**config.mk**
```make
export PLATFORM = sky130hd
export DESIGN_NAME = bchash_ctrl
export DESIGN_NICKNAME = d
export VERILOG_FILES = /design/src/rtl/core/bchash_pkg.sv /design/src/rtl/core/bchash_ctrl.sv
export SDC_FILE = /design/constraint.sdc
export NUM_CORES = 1
export LEC_CHECK = 0
export ABC_AREA = 0
export ABC_CLOCK_PERIOD_IN_PS = 3500
export BUFFER_PORTS_ARGS = -buffer_cell sky130_fd_sc_hd__buf_2
export CORE_AREA = 4 4 41 43
export DETAILED_ROUTE_END_ITERATION = 10
export DIE_AREA = 0 0 45 47
export PLACE_DENSITY = 0.61
export SLEW_MARGIN = 40
export SYNTH_ARGS = -nofsm -noshare
export SYNTH_HDL_FRONTEND = slang
export SYNTH_SLANG_ARGS = --single-unit
```
**constraint.sdc**
```tcl
create_clock -name clk -period 3.5 [get_ports clk]
set_input_delay 0.7 -clock clk [delete_from_list [all_inputs] [get_ports clk]]
set_output_delay 0.7 -clock clk [all_outputs]
set_load 0.03 [all_outputs]
```
**src/rtl/core/bchash_pkg.sv**
```systemverilog
// ----------------------------------------------------------------------------
// bchash_pkg: shared types and constants of the bipartition hash table
// Payload structs, result status codes, controller command and status bundles.
// ----------------------------------------------------------------------------
package bchash_pkg;

  // Default sizes of the table
  localparam int BUCKETS_DEF = 1024;
  localparam int WAYS_DEF    = 4;
  localparam int TAXA_DEF    = 64;

  // Fixed field widths
  localparam int ACT_W     = 1;
  localparam int TREE_W    = 10;
  localparam int BKT_IN_W  = 10;
  localparam int KEY_W     = 32;
  localparam int BITS_W    = 64;
  localparam int CNT_W     = 11;
  localparam int STATUS_W  = 3;
  localparam int BKT_IN_SPAN = 1 << BKT_IN_W;

  localparam logic [CNT_W-1:0] NUM_TREES_RST = CNT_W'(2);
  localparam logic [CNT_W-1:0] CNT_MAX       = '1;

  localparam logic ACT_PROCESS = 1'b0;
  localparam logic ACT_CLEAR   = 1'b1;

  typedef enum logic [STATUS_W-1:0] {
    ST_INSERTED  = 3'd0,
    ST_COUNTED   = 3'd1,
    ST_NOMATCH   = 3'd2,
    ST_CONSENSUS = 3'd3,
    ST_NOTCONS   = 3'd4,
    ST_FULL      = 3'd5,
    ST_CLEARED   = 3'd6
  } status_t;

  typedef struct packed {
    logic [ACT_W-1:0]    action;
    logic [TREE_W-1:0]   tree_index;
    logic [BKT_IN_W-1:0] bucket;
    logic [KEY_W-1:0]    key;
    logic [BITS_W-1:0]   bipartition;
  } in_item_t;

  typedef struct packed {
    status_t             status;
    logic [BITS_W-1:0]   consensus_bits;
  } out_item_t;

  // Controller to datapath
  typedef struct packed {
    logic load_in;   // capture accepted input beat
    logic load_idx;  // capture reduced bucket index
    logic mem_rd;    // read the bucket row
    logic sweep_we;  // write an empty row at the sweep address
    logic commit;    // write back the bucket row of a process item and load the result
  } bchash_cmd_t;

  // Datapath to controller
  typedef struct packed {
    logic item_clear;  // held item is a clear action
    logic sweep_last;  // sweep address is at the last bucket
  } bchash_sts_t;

endpackage

```
**src/rtl/core/bchash_ctrl.sv**
```systemverilog
// ----------------------------------------------------------------------------
// bchash_ctrl: sequencer of the bipartition hash table
// Steps each item through index reduction, row read and write back, and runs
// the row-clearing sweep after reset and for a clear action.
// ----------------------------------------------------------------------------
module bchash_ctrl
  import bchash_pkg::*;
(
  input  logic        clk,
  input  logic        rst_n,
  input  logic        in_valid,
  output logic        in_stall,
  output logic        out_valid,
  input  logic        out_stall,
  input  bchash_sts_t sts,
  output bchash_cmd_t cmd
);

  typedef enum logic [5:0] {
    S_INIT  = 6'b000001,
    S_IDLE  = 6'b000010,
    S_MOD   = 6'b000100,
    S_READ  = 6'b001000,
    S_SWEEP = 6'b010000,
    S_EVAL  = 6'b100000
  } state_t;

  state_t state_r, state_nxt;
  logic   out_valid_r, out_valid_nxt;
  logic   out_free;

  assign out_free = !out_valid_r || !out_stall;

  always_comb begin
    state_nxt = state_r;
    cmd       = '0;
    case (state_r)
      S_INIT: begin
        cmd.sweep_we = 1'b1;
        if (sts.sweep_last) begin
          state_nxt = S_IDLE;
        end
      end
      S_IDLE: begin
        if (in_valid) begin
          cmd.load_in = 1'b1;
          state_nxt   = S_MOD;
        end
      end
      S_MOD: begin
        cmd.load_idx = 1'b1;
        state_nxt    = sts.item_clear ? S_SWEEP : S_READ;
      end
      S_READ: begin
        cmd.mem_rd = 1'b1;
        state_nxt  = S_EVAL;
      end
      S_SWEEP: begin
        cmd.sweep_we = 1'b1;
        if (sts.sweep_last) begin
          state_nxt = S_EVAL;
        end
      end
      S_EVAL: begin
        if (out_free) begin
          cmd.commit = 1'b1;
          state_nxt  = S_IDLE;
        end
      end
      default: begin
        state_nxt = S_INIT;
      end
    endcase
  end

  // hold the result until taken, set it on commit
  assign out_valid_nxt = cmd.commit ? 1'b1 : (out_valid_r && out_stall);

  always_ff @(posedge clk) begin
    if (!rst_n) begin
      state_r     <= S_INIT;
      out_valid_r <= 1'b0;
    end else begin
      state_r     <= state_nxt;
      out_valid_r <= out_valid_nxt;
    end
  end

  assign in_stall  = (state_r != S_IDLE);
  assign out_valid = out_valid_r;

endmodule

```
# Yosys cells after proc, flatten, opt, wreduce, memory -nomap -nowiden
# Index checks and enable logic that the tools add are counted.
# op_classes
n_eq_ne	11
mux	14
n_reduce_logical	6
# op_table
cell	n
6-bit case mux with 6 select lines	1
6-bit 2-to-1 mux	4
1-bit 2-to-1 mux	8
2-bit inequality test, second input constant	4
6-bit by 1-bit == test with 1-bit output, second input constant	1
6-bit by 2-bit == test with 1-bit output, second input constant	1
6-bit by 3-bit == test with 1-bit output, second input constant	1
6-bit by 4-bit == test with 1-bit output, second input constant	1
6-bit by 5-bit == test with 1-bit output, second input constant	1
6-bit == test, second input constant	1
6-bit by 2-bit inequality test with 1-bit output, second input constant	1
5-bit 2-to-1 mux	1
4-bit AND reduction	1
1-bit logical NOT	2
2-bit OR reduction	1
1-bit logical AND	1
1-bit logical OR	1
# word_totals
in_bits	6
out_inout_bits	7
reg_bits	7
wordCells	33

# Longest topological paths before layout
# Gate-level depths: netlist of run 1.
# depth
depth_word	5
depth_mapped	6
mapped_depth_nobuf	5

# Worst setup path before layout of run 1
# OpenSTA, ideal clock, no wires.
# synth_timing
path_kind	register to output
from	reg state_r[1]
to	out cmd[3] (netlist name)
path_slack_ps	1085
arrival_ps	1715
stages_incl_launch_ff	3
path_cell_list	dfxtp_1 > or4_1 > nor3b_1
# synth_rtl
item	line	source
start, declared	bchash_ctrl.sv:28	state_t state_r, state_nxt;
start signal, assigned	bchash_ctrl.sv:84	state_r <= state_nxt;
end, declared	bchash_ctrl.sv:16	output bchash_cmd_t cmd

==> results by group, run 1 <==
Global routing
  • GRT Util Overall: 0.101
  • Global-route wire length before repair: 1460 microns
  • Initial antenna violation count: 0
  • Number of global-route vias before repair: 373
  • Largest net degree at the start of global routing: 8
  • Overflow after GRT: 0

Critical path
  • CP max stage delay: 0.56 ns
  • Buf/Inv on CP: 1
  • Worst endpoint required time: 2.80 ns
  • Startpoint Class: flip-flop
  • Top delay family on crit path: simple AND/OR/NAND/NOR gates
  • Worst Setup End Kind: primary output
  • Slowest cell on the critical path: or4b_1
  • Worst path cell trace: or4b_1 > or2_2 > a21oi_1 > buf_2
  • Worst-path maximum fanout: 7
  • Crit path kind: flip-flop to primary output
  • Critical Path AT: 1.80 ns

Timing
  • Pins over their slew limit: 0
  • Setup TNS: 0 ns
  • Clock skew: 0.000110 ns
  • Final setup vio count: 0
  • Slew HR: 0.767
  • Final Hold Viols: 0
  • RSZ-0062 raised after global routing: false
  • Fmax: 0.400 GHz
  • Final Cycle Share: 0.714
  • Worst-Margin Slew: 0.347 ns
  • Final Critical Period: 2.50 ns

Clock tree
  • CTS buffer count: 3
  • CTS tree: built
  • Clock Sink Count: 7
  • H-tree Lvls: 1
  • CTS Hold Bufs: 0
  • Worst skew pair latency: 0.25 ns
  • Clk pin slew, worst setup/hold paths: 0.05 ns
  • Clk root buf: clkbuf_4
  • Max clock buf depth: 2
  • Setup Buffers After CTS: 0
  • Post-CTS Resized: 0

Placement
  • Gpl congestion: 0.770
  • Port bufs: 12
  • Placed instance count: 71
  • Post-DP HPWL: 715 microns

Floorplan
  • Die height: 47 microns
  • Die ar.: 2120 sq um
  • Ports: 13
  • Core outline area: 1300 sq um
  • Std cell rows: 13
  • Chip Width: 45 microns
  • Starting density of the core: 0.314

Routing
  • Vias: 384
  • Final antenna-violating net count: 0
  • DRT Wirelength: 880 microns
  • Routed WL per cell: 11.7 microns
  • Remaining DRCs: 0
  • Vias per cell: 5.12
  • DRT Pass-1 Iters: 4
  • 1st-iter DRT viols: 8

Power and ir drop
  • Leak: 0.225 nW
  • Cell Int Power: 197 uW
  • PwrDens: 634 nW/um^2
  • Sequential fraction of design power: 0.339
  • Switching Share: 0.391
  • Peak supply drop: 221 uV
  • Clk network pwr share: 0.227
  • Final Power: 323 uW
  • NetSw: 126 uW
  • Comb pwr share: 0.434

Logic synthesis
  • Post-synth net total: 51
  • Synth cell types: 26
  • Yosys reg bits: 7
  • Synth Warn #: 0
  • Synth Instances: 45
  • Post-synthesis sequential area ratio: 0.343
  • Cell Area, Synth: 409 sq um
  • Mean Syn Cell Area: 9.09 sq um

Final layout
  • Ant. Diodes: 0
  • Final #Nets: 67
  • Fin cells: 75
  • Share of cells above drive strength 1: 0.350
  • Area grow syn2layout: 24.5%

Status
  • Status: finished clean

Worst hold path
  • Worst Hold Class: flip-flop to flip-flop

Run
  • Max Cap Viol: 0
[metrics by stage]
step / utilization / hold slack [ns] / setup WS, ns / cell area (sq um)
3_5_place_dp: 0.371 / 0.530 / 1.28 / 483
3_3_place_gp: 0.371 / 0.517 / 1.26 / 483
5_1_grt: 0.391 / 0.573 / 0.954 / 509
4_1_cts: 0.391 / 0.547 / 0.999 / 509
6_report: 0.391 / 0.550 / 1.00 / 509
2_1_floorplan: - / 0.523 / 1.08 / 409
[worst register-to-register path: cells and delay by family, from the launching register on]
family | cells | cell delay [ns]
flip-flops | 1 | 0.33
AND/OR/NAND/NOR | 4 | 1.24
[sequential cells by signal, indices dropped and copies added (netlist names)]
name       count
out_valid      1
state_r        6
[power groups by stage]
| stage | registers (mW) | clock network (mW) | logic [mW] |
|---|---|---|---|
| after CTS | 0.110 | 0.0743 | 0.141 |
| after global placement | 0.110 | 0 | 0.141 |
| final | 0.109 | 0.0733 | 0.140 |
| after floorplan | 0.0993 | 0 | 0.123 |
| after detailed placement | 0.112 | 0 | 0.140 |
| after global routing | 0.111 | 0.0798 | 0.155 |
[layer usage]
metal,GRT usage,up-vias,wire length (microns)
met5,0,-,0
met2,0.161,12,388
met3,0.0345,4,59
met1,0.107,170,404
met4,0.0877,0,27
li1,-,198,-
[layout make-up]
| class | instances | area (sq um) |
|---|---|---|
| fillers | 144 | 792 |
| multi-input cells | 35 | 256 |
| flip-flops and latches | 7 | 140 |
| repair buffers | 12 | 60.1 |
| clock buffers | 4 | 26.3 |
| well taps | 15 | 18.8 |
| inverters | 2 | 7.51 |
[cells by family after synthesis]
| logic type | share of synthesized area |
|---|---|
| simple gates | 0.440 |
| xor+xnor | 0.0642 |
| buf+inv | 0.0306 |
| flops | 0.342 |
| compound gates | 0.122 |
[cell usage in the layout (no fill, tap or decap)]
cell	netlist	final
a21boi_0	1	1
a21boi_1	1	1
a21oi_1	1	1
and2_1	1	1
and3_1	1	1
and4b_1	1	1
buf_2	1	12
clkbuf_1	0	1
clkbuf_4	0	3
dfxtp_1	7	7
inv_1	2	2
nand2_1	3	3
nand4b_1	1	1
nor2_1	2	2
nor3_1	1	1
nor3_2	3	3
nor3b_1	2	2
nor4_1	3	3
o211ai_1	1	1
o21a_1	2	2
o31ai_1	1	1
or2_2	1	1
or2_4	1	1
or4_1	2	2
or4_4	1	1
or4b_1	2	2
xnor2_1	2	2
xor2_1	1	1
[cell usage after synthesis]
cell type | n | area, sq um
or2_4 | 1 | 8.76
and2_1 | 1 | 6.26
dfxtp_1 | 7 | 140
or4b_1 | 2 | 20.0
a21boi_0 | 1 | 7.51
nor4_1 | 3 | 18.8
nor3b_1 | 2 | 15.0
o21a_1 | 2 | 15.0
nor3_1 | 1 | 5.00
buf_2 | 1 | 5.00
a21oi_1 | 1 | 5.00
or4_1 | 2 | 15.0
or4_4 | 1 | 11.3
and3_1 | 1 | 6.26
o31ai_1 | 1 | 7.51
or2_2 | 1 | 6.26
nor3_2 | 3 | 30.0
xor2_1 | 1 | 8.76
o211ai_1 | 1 | 7.51
a21boi_1 | 1 | 7.51
nand4b_1 | 1 | 8.76
nor2_1 | 2 | 7.51
inv_1 | 2 | 7.51
and4b_1 | 1 | 10.0
nand2_1 | 3 | 11.3
xnor2_1 | 2 | 17.5
[path summary, 6_finish.rpt]
kind / start / to / slack (ns) / cells past startpoint
max: state_r[4] / cmd[0] / 1.00 / 4
min: out_valid / out_valid / 0.55 / 2
max reg2reg: state_r[1] / state_r[3] / 1.82 / 4
min reg2reg: out_valid / out_valid / 0.55 / 2
Power figures use the tool's default switching activity.
==> inputs of run 2 (changes only) <==
--- a/config.mk
+++ b/config.mk
@@ -5,13 +5,13 @@
 export SDC_FILE = /design/constraint.sdc
 export NUM_CORES = 1
 export LEC_CHECK = 0
-export ABC_AREA = 0
-export ABC_CLOCK_PERIOD_IN_PS = 3500
+export ABC_AREA = 1
+export ABC_CLOCK_PERIOD_IN_PS = 2300
 export BUFFER_PORTS_ARGS = -buffer_cell sky130_fd_sc_hd__buf_2
 export CORE_AREA = 4 4 41 43
 export DETAILED_ROUTE_END_ITERATION = 10
 export DIE_AREA = 0 0 45 47
-export PLACE_DENSITY = 0.61
+export PLACE_DENSITY = 0.64
 export SLEW_MARGIN = 40
 export SYNTH_ARGS = -nofsm -noshare
 export SYNTH_HDL_FRONTEND = slang
==> constraint.sdc (replaced) <==
create_clock -name clk -period 2.3 [get_ports clk]
set_input_delay 0.46 -clock clk [delete_from_list [all_inputs] [get_ports clk]]
set_output_delay 0.46 -clock clk [all_outputs]
set_load 0.03 [all_outputs]
==> run 2 against run 1 <==
  * Area after synthesis up 11%
  * Global-route usage up 1.4 points
  * Design area up 9.8%
  * Sequential share of layout area down 2.5 points
  * Die area unchanged
  * Worst hold slack worse by 0.17 ns
  * Total power up 86%
  * Critical path type unchanged
  * Critical endpoint unchanged
==> results by group, run 2 <==
Routing
  • Routed WL per cell: 9.85 microns (-16%)
  • Final antenna-violating net count: 0 (unchanged)
  • Vias: 485 (+26%)
  • Routed length on met1: 454 microns (+12%)
  • Top layer in use: met4
  • DRT Pass-1 Iters: 4 (unchanged)
  • DRT Wirelength: 995 microns (+13%)
  • Met2 WL: 467 microns (+20%)
  • Routed length on met3: 58 microns (-1.7%)
  • 1st-iter DRT viols: 14 (+6)
  • Remaining DRCs: 0 (unchanged)
  • Vias per cell: 4.80 (-6.2%)

Timing
  • Final Critical Period: 1.78 ns
  • Final Hold Viols: 0 (unchanged)
  • Final Cycle Share: 0.775
  • Worst-Margin Slew: 0.226 ns (-0.121 ns)
  • Setup TNS: 0 ns (unchanged)
  • RSZ-0062 raised after global routing: false
  • Pins over their slew limit: 0 (unchanged)
  • Fin Hold WS: 0.378 ns (-0.172 ns)
  • Fmax: 0.561 GHz
  • Slew HR: 0.848 (+0.0808)
  • Final setup vio count: 0 (unchanged)
  • Clock skew: 0.0138 ns (+0.0137 ns)

Global routing
  • Largest net degree at the start of global routing: 8 (unchanged)
  • GRT Util Overall: 0.115 (+0.0135)
  • Overflow after GRT: 0 (unchanged)
  • Number of global-route vias before repair: 459 (+23%)
  • Initial antenna violation count: 0 (unchanged)
  • Global-route wire length before repair: 1750 microns (+20%)

Logic synthesis
  • Synth Warn #: 0 (unchanged)
  • Post-synthesis sequential area ratio: 0.309 (-0.0331)
  • Dominant cell type by area after synthesis: dfxtp_1
  • Main synth FF type: dfxtp_1
  • Post-synth ARST share: 0 (unchanged)
  • Share of the synthesized area in the top cell type: 0.309 (-0.0331)
  • Synth Instances: 70 (+56%)
  • Post-synth net total: 76 (+49%)
  • Count leader, synth: nor2_1
  • Cell Area, Synth: 453 sq um (+11%)
  • Yosys reg bits: 7 (unchanged)
  • Synth top area cells: dfxtp_1 (31%), nor2_1 (12%), inv_1 (9.9%)
  • Synth cell types: 16 (-38%)
  • EDFF count, synth: 0 (unchanged)
  • Mean Syn Cell Area: 6.47 sq um (-29%)
  • Top post-synthesis cells by count: nor2_1 (14), inv_1 (12), nand2_1 (9)

Run
  • Max Cap Viol: 0 (unchanged)

Placement
  • Placed Area: 532 sq um (+10%)
  • Post-DP HPWL: 856 microns (+20%)
  • Gpl congestion: 0.880 (+14%)
  • Port bufs: 12 (unchanged)
  • Placed instance count: 97 (+37%)

Clock tree
  • Post-CTS Resized: 0 (unchanged)
  • Clock Sink Count: 7 (unchanged)
  • Clk pin slew, worst setup/hold paths: 0.06 ns (about the same)
  • H-tree Lvls: 1 (unchanged)
  • Clk root buf: clkbuf_4
  • CTS Hold Bufs: 0 (unchanged)
  • CTS buffer count: 3 (unchanged)
  • Setup Buffers After CTS: 0 (unchanged)
  • Max clock buf depth: 2 (unchanged)
  • Worst skew pair latency: 0.26 ns (about the same)
  • CTS tree: built

Final layout
  • Fin cells: 101 (+35%)
  • Share of cells above drive strength 1: 0.326 (-0.0244)
  • Top reg by flops: state_r
  • Ant. Diodes: 0 (unchanged)
  • Final #Nets: 93 (+39%)
  • Largest register FFs: 6 (unchanged)
  • Leading cell types in the layout, fill and taps excluded: nor2_1 (14), inv_1 (12), buf_2 (12), nand2_1 (9), nand3_1 (8)
  • Storage cell area: 140 sq um (unchanged)
  • Area grow syn2layout: 23.5%
  • Multi-input gate area: 260 sq um (+1.5%)
  • Number of fill cells: 152 (+5.6%)
  • Final instance area: 559 sq um (+9.8%)
  • Most common cell after layout, fill and taps aside: nor2_1

Floorplan
  • Std cell rows: 13 (unchanged)
  • Ports: 13 (unchanged)
  • Die ar.: 2120 sq um (unchanged)
  • Chip Width: 45 microns (unchanged)
  • Core outline area: 1300 sq um (unchanged)
  • Starting density of the core: 0.348 (+0.0337)
  • Die height: 47 microns (unchanged)

Critical path
  • Worst endpoint required time: 1.84 ns (-0.96 ns)
  • Critical Path AT: 1.32 ns (-0.48 ns)
  • Crit path kind: flip-flop to primary output
  • Worst Setup End Kind: primary output
  • Worst-path maximum fanout: 4 (-3)
  • Startpoint Class: flip-flop

Power and ir drop
  • Peak supply drop: 489 uV (+120%)
  • PwrDens: 1080 nW/um^2 (+70%)
  • Leak: 0.312 nW (+39%)

Status
  • Status: finished clean

Worst hold path
  • Worst Hold Class: input pin to flip-flop
==> run 2: cell types whose count changed in the layout (fill, tap and decap cells not counted), sizes merged, moves of 3 or more <==
cell and change:
nor3 -3, nor2 +17, nand3 +11, nand2 +8
nand4 +3, or4 -3, inv +12
==> run 2: path summary, 6_finish.rpt <==
kind,start,depth (start not counted),slack (ns),end
max,state_r[5],5,0.52,cmd[0]
min,sts[1],2,0.38,state_r[3]
max reg2reg,state_r[0],7,1.10,state_r[5]
min reg2reg,out_valid,2,0.47,out_valid
==> run 2: logic make-up (layout without fill, tap and decap cells) <==
| group | count (synthesis) | in the layout | synth area share |
|---|---|---|---|
| flops | 7 | 7 | 0.309 |
| compound gates | 3 | 3 | 0.0331 |
| simple gates | 46 | 46 | 0.541 |
| buf+inv | 14 | 30 | 0.116 |
==> run 2: worst max-delay path, stage by stage (launching register included) <==
cell and delay [ns]:
dfxtp_1 0.41, inv_1 0.06, nor2_1 0.13, nand3_1 0.14, nor2_1 0.12, buf_2 0.20
==> run 2: where the power goes <==
part	switching (mW)	internal, mW	total [mW]
clock	0.0490	0.0637	0.113
combinational	0.206	0.0996	0.305
sequential	0.0357	0.148	0.184
==> run 2: area by class of cell <==
class / count / share of cell area
Clock buffer: 3 / 0.0403
Clock inverter: 1 / 0.00895
Inverter: 14 / 0.0940
Multi-Input combinational cell: 49 / 0.465
Sequential cell: 7 / 0.251
Tap cell: 15 / 0.0336
Timing Repair Buffer: 12 / 0.107
==> run 2: routing by layer <==
metal	vias up	GRT usage
met3	2	0.0383
met2	13	0.198
li1	256	-
met1	214	0.128
met5	-	0
met4	0	0.0526
==> run 2: per-stage QoR <==
step	setup WS [ns]	util	total power, mW
final	0.518	0.430	0.602
after floorplan	0.455	-	0.423
after global placement	0.811	0.409	0.486
after detailed placement	0.776	0.409	0.490
after CTS	0.505	0.430	0.603
after global routing	0.380	0.430	0.652
